<file path="config.mk">
export PLATFORM = sky130hd
export DESIGN_NAME = clook_queue
export DESIGN_NICKNAME = d
export VERILOG_FILES = /design/src/hw/rtl/clook_pkg.sv /design/src/hw/rtl/clook_cell.sv /design/src/hw/rtl/clook_queue.sv
export SDC_FILE = /design/constraint.sdc
export NUM_CORES = 2
export LEC_CHECK = 0
export BUFFER_PORTS_ARGS = -buffer_cell sky130_fd_sc_hd__buf_2
export CAP_MARGIN = 20
export CELL_PAD_IN_SITES_DETAIL_PLACEMENT = 0
export CELL_PAD_IN_SITES_GLOBAL_PLACEMENT = 1
export CORE_AREA = 10 10 235 461
export CTS_CLUSTER_DIAMETER = 80
export DETAILED_ROUTE_END_ITERATION = 7
export DIE_AREA = 0 0 245 471
export MAX_ROUTING_LAYER = met4
export PLACE_DENSITY = 0.89
export SLEW_MARGIN = 5
export SYNTH_ARGS = -nofsm -noshare
export SYNTH_HDL_FRONTEND = slang
export SYNTH_SLANG_ARGS = --single-unit
</file>
<file path="constraint.sdc">
create_clock -name clk -period 6.1 [get_ports clk]
set_input_delay 0.61 -clock clk [delete_from_list [all_inputs] [get_ports clk]]
set_output_delay 0.61 -clock clk [all_outputs]
set_load 0.01 [all_outputs]
</file>
<file path="src/hw/rtl/clook_pkg.sv">
// clook_pkg: shared types and constants of the c-look request scheduler
// no dependencies; imported by clook_cell, clook_queue and the top level

package clook_pkg;

	localparam int QueueDepthDef = 32;
	localparam int TrackBitsDef  = 12;
	localparam int TagBitsDef    = 16;

	localparam logic MODE_ADD = 1'b0;
	localparam logic MODE_POP = 1'b1;

	localparam logic [1:0] ST_SERVED = 2'd0;
	localparam logic [1:0] ST_ADDED  = 2'd1;
	localparam logic [1:0] ST_EMPTY  = 2'd2;
	localparam logic [1:0] ST_FULL   = 2'd3;

	// broadcast from a queue to every cell of its chain
	typedef struct packed {
		logic ins;
		logic pop;
	} cell_ctl_t;

endpackage

</file>
<file path="src/hw/rtl/clook_cell.sv">
// clook_cell: one slot of a sorted request chain, holds a track and a tag
// depends on clook_pkg; instantiated in a row by clook_queue

module clook_cell #(
	parameter int TRACK_BITS = 12,
	parameter int TAG_BITS   = 16
) (
	input  logic                    clk,
	input  clook_pkg::cell_ctl_t    ctl,
	input  logic                    occupied,
	input  logic [TRACK_BITS-1:0]   new_trk,
	input  logic [TAG_BITS-1:0]     new_tag,
	input  logic                    prev_gt,
	input  logic [TRACK_BITS-1:0]   prev_trk,
	input  logic [TAG_BITS-1:0]     prev_tag,
	input  logic [TRACK_BITS-1:0]   next_trk,
	input  logic [TAG_BITS-1:0]     next_tag,
	output logic                    gt,
	output logic [TRACK_BITS-1:0]   trk_q,
	output logic [TAG_BITS-1:0]     tag_q
);
	import clook_pkg::*;

	// an empty slot counts as greater, so the new entry lands at the tail
	assign gt = !occupied || (trk_q > new_trk);

	always_ff @(posedge clk) begin
		if (ctl.ins) begin
			if (prev_gt) begin
				trk_q <= prev_trk;
				tag_q <= prev_tag;
			end else if (gt) begin
				trk_q <= new_trk;
				tag_q <= new_tag;
			end
		end else if (ctl.pop) begin
			trk_q <= next_trk;
			tag_q <= next_tag;
		end
	end

endmodule

</file>
<file path="src/hw/rtl/clook_queue.sv">
// clook_queue: ascending track queue built as a shifting chain of cells
// depends on clook_pkg and clook_cell

module clook_queue #(
	parameter int QUEUE_DEPTH = clook_pkg::QueueDepthDef,
	parameter int TRACK_BITS  = clook_pkg::TrackBitsDef,
	parameter int TAG_BITS    = clook_pkg::TagBitsDef
) (
	input  logic                   clk,
	input  logic                   arst_n,
	input  clook_pkg::cell_ctl_t   ctl,
	input  logic [TRACK_BITS-1:0]  new_trk,
	input  logic [TAG_BITS-1:0]    new_tag,
	output logic                   full,
	output logic                   empty,
	output logic [TRACK_BITS-1:0]  front_trk,
	output logic [TAG_BITS-1:0]    front_tag
);
	import clook_pkg::*;

	localparam int CNT_W = $clog2(QUEUE_DEPTH + 1);

	logic [CNT_W-1:0]      count_q;
	logic [QUEUE_DEPTH-1:0] gt;
	logic [TRACK_BITS-1:0] trk [QUEUE_DEPTH];
	logic [TAG_BITS-1:0]   tg  [QUEUE_DEPTH];

	assign full      = (count_q == CNT_W'(QUEUE_DEPTH));
	assign empty     = (count_q == '0);
	assign front_trk = trk[0];
	assign front_tag = tg[0];

	always_ff @(posedge clk or negedge arst_n) begin
		if (!arst_n) begin
			count_q <= '0;
		end else if (ctl.ins) begin
			count_q <= count_q + CNT_W'(1);
		end else if (ctl.pop) begin
			count_q <= count_q - CNT_W'(1);
		end
	end

	genvar i;
	generate
		for (i = 0; i < QUEUE_DEPTH; i++) begin : g_cell
			logic                  p_gt;
			logic [TRACK_BITS-1:0] p_trk;
			logic [TAG_BITS-1:0]   p_tag;
			logic [TRACK_BITS-1:0] n_trk;
			logic [TAG_BITS-1:0]   n_tag;

			if (i == 0) begin : g_first
				assign p_gt  = 1'b0;
				assign p_trk = new_trk;
				assign p_tag = new_tag;
			end else begin : g_mid
				assign p_gt  = gt[i-1];
				assign p_trk = trk[i-1];
				assign p_tag = tg[i-1];
			end

			// the tail slot only ever falls beyond the count on a pop
			if (i == QUEUE_DEPTH - 1) begin : g_last
				assign n_trk = trk[i];
				assign n_tag = tg[i];
			end else begin : g_inner
				assign n_trk = trk[i+1];
				assign n_tag = tg[i+1];
			end

			clook_cell #(
				.TRACK_BITS(TRACK_BITS),
				.TAG_BITS  (TAG_BITS)
			) u_cell (
				.clk     (clk),
				.ctl     (ctl),
				.occupied(count_q > CNT_W'(i)),
				.new_trk (new_trk),
				.new_tag (new_tag),
				.prev_gt (p_gt),
				.prev_trk(p_trk),
				.prev_tag(p_tag),
				.next_trk(n_trk),
				.next_tag(n_tag),
				.gt      (gt[i]),
				.trk_q   (trk[i]),
				.tag_q   (tg[i])
			);
		end
	endgenerate

	a_count_range: assert property (@(posedge clk) disable iff (!arst_n)
		count_q <= CNT_W'(QUEUE_DEPTH))
		else $error("queue count beyond depth");

	a_ins_pop_excl: assert property (@(posedge clk) disable iff (!arst_n)
		!(ctl.ins && ctl.pop))
		else $error("insert and pop in one cycle");

	a_ins_not_full: assert property (@(posedge clk) disable iff (!arst_n)
		ctl.ins |-> !full)
		else $error("insert into full queue");

	a_pop_grows_down: assert property (@(posedge clk) disable iff (!arst_n)
		ctl.pop |=> count_q == $past(count_q) - CNT_W'(1))
		else $error("pop did not shrink the count");

endmodule
</file>
[Word-level counts from Yosys, hierarchy flattened]
Index checks and enable logic that the tools add are counted.
Word-level totals
  register bits after elaboration: 902
  input bits: 32
  output and inout port bits: 30
  logic and storage cells: 514
Cells by class
  add/sub/neg operators: 2
  $lt $le $gt $ge: 64
  equal/unequal tests: 32
  muxes and demuxes: 252
  reduce and logical (&&, ||, !) cells: 99
Operators with widths (number)
  two-way mux 16 bit: 125
  two-way mux 12 bit: 125
  greater-than comparator 12 bit: 32
  greater-than comparator 6 x 5 -> 1 bit (second input constant): 16
  inequality test 3 x 1 -> 1 bit (second input constant): 30
  AND reduction 2 bit: 32
  greater-than comparator 6 x 4 -> 1 bit (second input constant): 8
  logical NOT 1 bit: 32
  logical OR 1 bit: 32
  greater-than comparator 6 x 3 -> 1 bit (second input constant): 4
  greater-than comparator 6 x 1 -> 1 bit (second input constant): 2
  greater-than comparator 6 x 2 -> 1 bit (second input constant): 2
  two-way mux 6 bit: 2
  adder 6 x 1 -> 6 bit (second input constant): 1
  equality test 6 bit (second input constant): 1
  logical NOT 6 bit: 1
  subtractor 6 x 1 -> 6 bit (second input constant): 1
  nonzero test 2 bit: 2
  inequality test 2 x 1 -> 1 bit (second input constant): 1

[Longest topological paths before layout]
  word-level depth: 6
  depth in mapped cells: 11
  mapped depth without buffers: 8

[Modules after synthesis]
A second synthesis with hierarchy kept.
Second synthesis, totals
  cells, all modules: 5409
  area, all modules: 56045.0 µm²
Modules (own cells, without submodules)
  clook_cell: times used 32, cells each 166, area each 1729.2 µm², sequential area each 840.8 µm²
  clook_queue: times used 1, cells each 97, area each 711.9 µm², sequential area each 150.1 µm²

[Worst setup path before layout]
OpenSTA, ideal clock, no wires.
  path type: input to register
  from: input port new_trk[5]
  to: register g_cell[8].u_cell.tag_q[0] (enable)
  setup time: 0.430 ns
  arrival time: 4.272 ns
  data required time: 5.670 ns
  setup slack: 1.398 ns
  stages: 9
  buffers on the path: 2
  cell sequence: inv_1 -> ha_1 -> and4_1 -> and3_1 -> a211o_1 -> o211a_1 -> buf_2 -> buf_1 -> a31oi_1
Between the ends
  longest elaborated chain between the ends: 4
  elaborated cells between the ends (all ways): 6
  those cells by class: order compare: 2; eq/ne: 1; reduce/logical: 3
RTL lines
  start: declaration: RTL line clook_queue.sv:12  | input logic [TRACK_BITS-1:0] new_trk,
  greater-than comparator 12 bit: RTL line clook_cell.sv:25  | assign gt = !occupied || (trk_q > new_trk);
  logical OR 1 bit: RTL line clook_cell.sv:25
  inequality test 3 x 1 -> 1 bit (no source line) (*)
  AND reduction 2 bit (no source line) (*)
  end signal: assignment: RTL line clook_cell.sv:31  | tag_q <= prev_tag;
  end signal: assignment: RTL line clook_cell.sv:34  | tag_q <= new_tag;
  end signal: assignment: RTL line clook_cell.sv:38  | tag_q <= next_tag;
  end: declaration: RTL line clook_cell.sv:20  | output logic [TAG_BITS-1:0] tag_q
Mark *: on every way between the ends. The rest lies on a longest branch, timed or not.
A chain may end at the register's enable or synchronous reset.

[Worst setup path after layout]
  from: input port new_trk[1]
  to: register g_cell[9].u_cell.tag_q[5] (enable)
Between the ends
  longest elaborated chain between the ends: 4
  elaborated cells between the ends (all ways): 6
  those cells by class: order compare: 2; eq/ne: 1; reduce/logical: 3
RTL lines (RTL line)
  greater-than comparator 12 bit: clook_cell.sv:25
  logical OR 1 bit: clook_cell.sv:25
  inequality test 3 x 1 -> 1 bit (no source line) (*)
  AND reduction 2 bit (no source line) (*)
  end signal: assignment: clook_cell.sv:31
  end signal: assignment: clook_cell.sv:34
  end signal: assignment: clook_cell.sv:38
  end: declaration: clook_cell.sv:20
Marked as above.

==> flow_summary.yaml <==
clock_tree:
  cts_root_buffer: "clkbuf_16"
  hold_buffers: 1
  cts_resized: 0
  cts_max_level: 3
  cts_buffers: 86
  clk_latency_ns: 0.74
  cts.path.max_buffers: 3
  post-cts-setup-buffer-count: 0
  clk_pin_slew_ns: 0.07
  cts_tree: "yes"
  cts.sinks: 902
drt:
  route.detailed.drc: 0
  wl_met1_um: 74600
  wl_met2_um: 115000
  met3_length_um: 27600
  routed_via_density: 7.74
  dr.pass1.iters: 7
  wirelength_um: 250000
  drtIter0Drc: 7595
  ant_nets: 0
  top_layer: "met4"
  vias: 48722
  wire_per_inst_um: 39.7
sta:
  rsz0062_at_grt: "no"
  setup_viol: 0
  fin_setup_tns_ns: 0
  final_max_slew_viol_count: 0
  hold_viol_final: 0
  timing.final.crit_period_ns: 4.04
  relSlewSlack: 0.156
  fmax_mhz: 247
  fin_skew_ns: 0.0365
  worstMarginPinSlew_ns: 1.26
  fin_crit_sh: 0.663
critical_path:
  cp-start-kind: "input port"
  r2r-start: "count_q[1]"
  crit_start: "new_trk[1]"
  path_class: "input port to flop"
  cp.required_ns: 6.50
  slowest_stage: "inv_2"
  endpoint_kind: "flop"
  path_common_cell: "buf_4"
  worstPathMaxFanout: 25
  path_cells: "buf_2, inv_2, buf_4, ha_1, and4_1, and3_1, a211o_1, o211a_1, a31oi_2, buf_4"
  cpPeakStageDelay_ns: 0.83
  cp.arrival_ns: 4.44
layout:
  num-fill-cells: 8471
  drive_gt1_frac: 0.110
  multi_input_area_um2: 25000
  fin_cells: 6292
  nNetsFinal: 5266
  stdcell_area_um2: 60300
  seq_area_um2: 27100
  area_delta_synth_final_pct: 9.58
floorplanning:
  dieArea_um2: 115000
  die_h_um: 471
  std_cell_rows: 165
  pin_count: 62
  die_w_um: 245
  start_util: 0.546
  fp.coreArea_um2: 101000
place:
  hpwl_um: 169000
  gp_congestion: 1.07
  place_area_um2: 57100
  dp.cells: 6084
  io_buffers: 61
run:
  cap_violations: 0
logic_synthesis:
  synth_warnings: 0
  synth_area_per_cell_um2: 11.0
  synthTopCellsByArea: "edfxtp_1 49%, a221o_1 9.0%, ha_1 8.8%, o221ai_1 5.1%, o211ai_1 4.4%"
  netlist_area_um2: 55100
  ys_async_sr_fraction: 0.00665
  synth-edff-count: 896
  ys_ff_latch: 902
  synth_top_cell_area_share: 0.489
  yosysTopAreaCell: "edfxtp_1"
  syn_nets: 5443
  synth_cell_type_count: 58
  ys_seq_area_frac: 0.491
  synthFlopType: "edfxtp_1"
  syn_inst: 5023
global_routing:
  grt_pass1_vias: 47011
  antenna_found_initial: 33
  grt_pass1_wl_um: 350000
  track_usage: 0.439
  grt_max_degree: 185
  grt_overflow: 0
power_and_ir_drop:
  leakage_nw: 22.6
  power_per_cell_area_nw_per_um2: 611
  peakVddDrop_v: 0.000290
min_path:
  min_path_type: "input port to flop"
  holdCritStartpoint: "new_tag[2]"
outcome:
  status: "completed"
-- Yosys cell counts, drive strengths merged (4+ instances only) --
| library cell | n |
|---|---|
| o21a | 6 |
| a221o | 495 |
| a21boi | 27 |
| o41ai | 15 |
| o41a | 9 |
| nor3 | 80 |
| mux2i | 28 |
| a211o | 6 |
| nand2b | 6 |
| ha | 388 |
| a31oi | 36 |
| a21o | 62 |
| clkbuf | 408 |
| and3 | 4 |
| or2 | 14 |
| and4 | 8 |
| buf | 128 |
| nand3 | 76 |
| o211ai | 326 |
| dfrtp | 6 |
| mux2 | 27 |
| nand2 | 408 |
| a211oi | 120 |
| o21ai | 17 |
| o221ai | 323 |
| inv | 344 |
| nor2 | 122 |
| nand4 | 86 |
| nor2b | 33 |
| edfxtp | 896 |
| or3 | 24 |
| a21oi | 437 |
| and2 | 40 |
-- layout by cell type, fill, tap and decap left out, types with 60 or more instances in the layout --
| cell type | Yosys | final |
|---|---|---|
| a211oi_1 | 118 | 118 |
| a21o_1 | 62 | 62 |
| a21oi_1 | 437 | 429 |
| a221o_1 | 495 | 495 |
| buf_2 | 77 | 60 |
| buf_4 | 7 | 183 |
| clkbuf_16 | 0 | 88 |
| edfxtp_1 | 896 | 896 |
| ha_1 | 388 | 388 |
| inv_1 | 343 | 332 |
| nand2_1 | 408 | 403 |
| nand3_1 | 76 | 76 |
| nand4_1 | 86 | 86 |
| nor2_1 | 122 | 104 |
| nor3_1 | 80 | 79 |
| o211ai_1 | 326 | 326 |
| o221ai_1 | 323 | 323 |
-- path summary, 6_finish.rpt --
check | endpoint | cells past startpoint | slack [ns]
worst min register to register | g_cell[0].u_cell.tag_q[11] | 1 | 0.56
min in group asynchronous | count_q[4] | 2 | 0.31
worst max-delay path | g_cell[9].u_cell.tag_q[5] | 10 | 2.06
worst min-delay path | g_cell[31].u_cell.tag_q[2] | 2 | 0.28
worst max register to register | g_cell[9].u_cell.tag_q[5] | 8 | 2.10
max in group asynchronous | count_q[1] | 2 | 5.61
-- layout make-up --
type / instances / share of cell area
Tap cell: 1336 / 0.0277
Clock inverter: 62 / 0.0113
Antenna cell: 39 / 0.00162
Clock buffer: 97 / 0.0371
Multi-Input combinational cell: 3241 / 0.414
Timing Repair Buffer: 271 / 0.0379
Inverter: 344 / 0.0215
Sequential cell: 902 / 0.448
-- critical path, delay by kind of cell --
family / cells / cell delay (ns)
simple gates: 2 / 0.40
fa+ha+maj: 1 / 0.28
compound gates: 3 / 1.19
buf+inv: 4 / 1.87
-- kinds of logic (layout without fill, tap and decap cells) --
logic type      count (synthesis)  after routing  synth area share
flops                         902            902             0.491
fa+ha+maj                     388            388            0.0882
simple gates                  904            904            0.0757
buf+inv                       880            774            0.0640
other cells                     0             39                 0
compound gates               1889           1889             0.269
xor+xnor                        5              5          0.000796
mux                            55             55            0.0106
-- routing by layer --
layer  GRT usage  up-vias
met5           -        -
li1            -    19934
met3       0.127     1342
met4       0.456        0
met2       0.663     3842
met1       0.438    23604
-- state kept, by name (all words and copies together), names as in the netlist --
name                 flops
g_cell.u_cell.tag_q    512
g_cell.u_cell.trk_q    384
count_q                  6
-- stage by stage --
step / power, W / util / hold slack, ns / worst slack (ns)
2_1_floorplan: 0.0236 / - / 0.314 / 1.40
3_3_place_gp: 0.0295 / 0.566 / 0.444 / 1.24
3_5_place_dp: 0.0300 / 0.566 / 0.445 / 1.55
4_1_cts: 0.0358 / 0.596 / 0.259 / 2.18
5_1_grt: 0.0381 / 0.599 / 0.293 / 1.93
6_report: 0.0368 / 0.599 / 0.285 / 2.06
-- power breakdown --
group / leakage (nW) / internal, W / switching [W] / total, W
combinational: 11.9 / 0.00555 / 0.0103 / 0.0158
sequential: 9.35 / 0.0115 / 0.00362 / 0.0151
clock: 1.42 / 0.00321 / 0.00267 / 0.00588
total: 22.6 / 0.0203 / 0.0166 / 0.0368
Power figures use the tool's default switching activity.
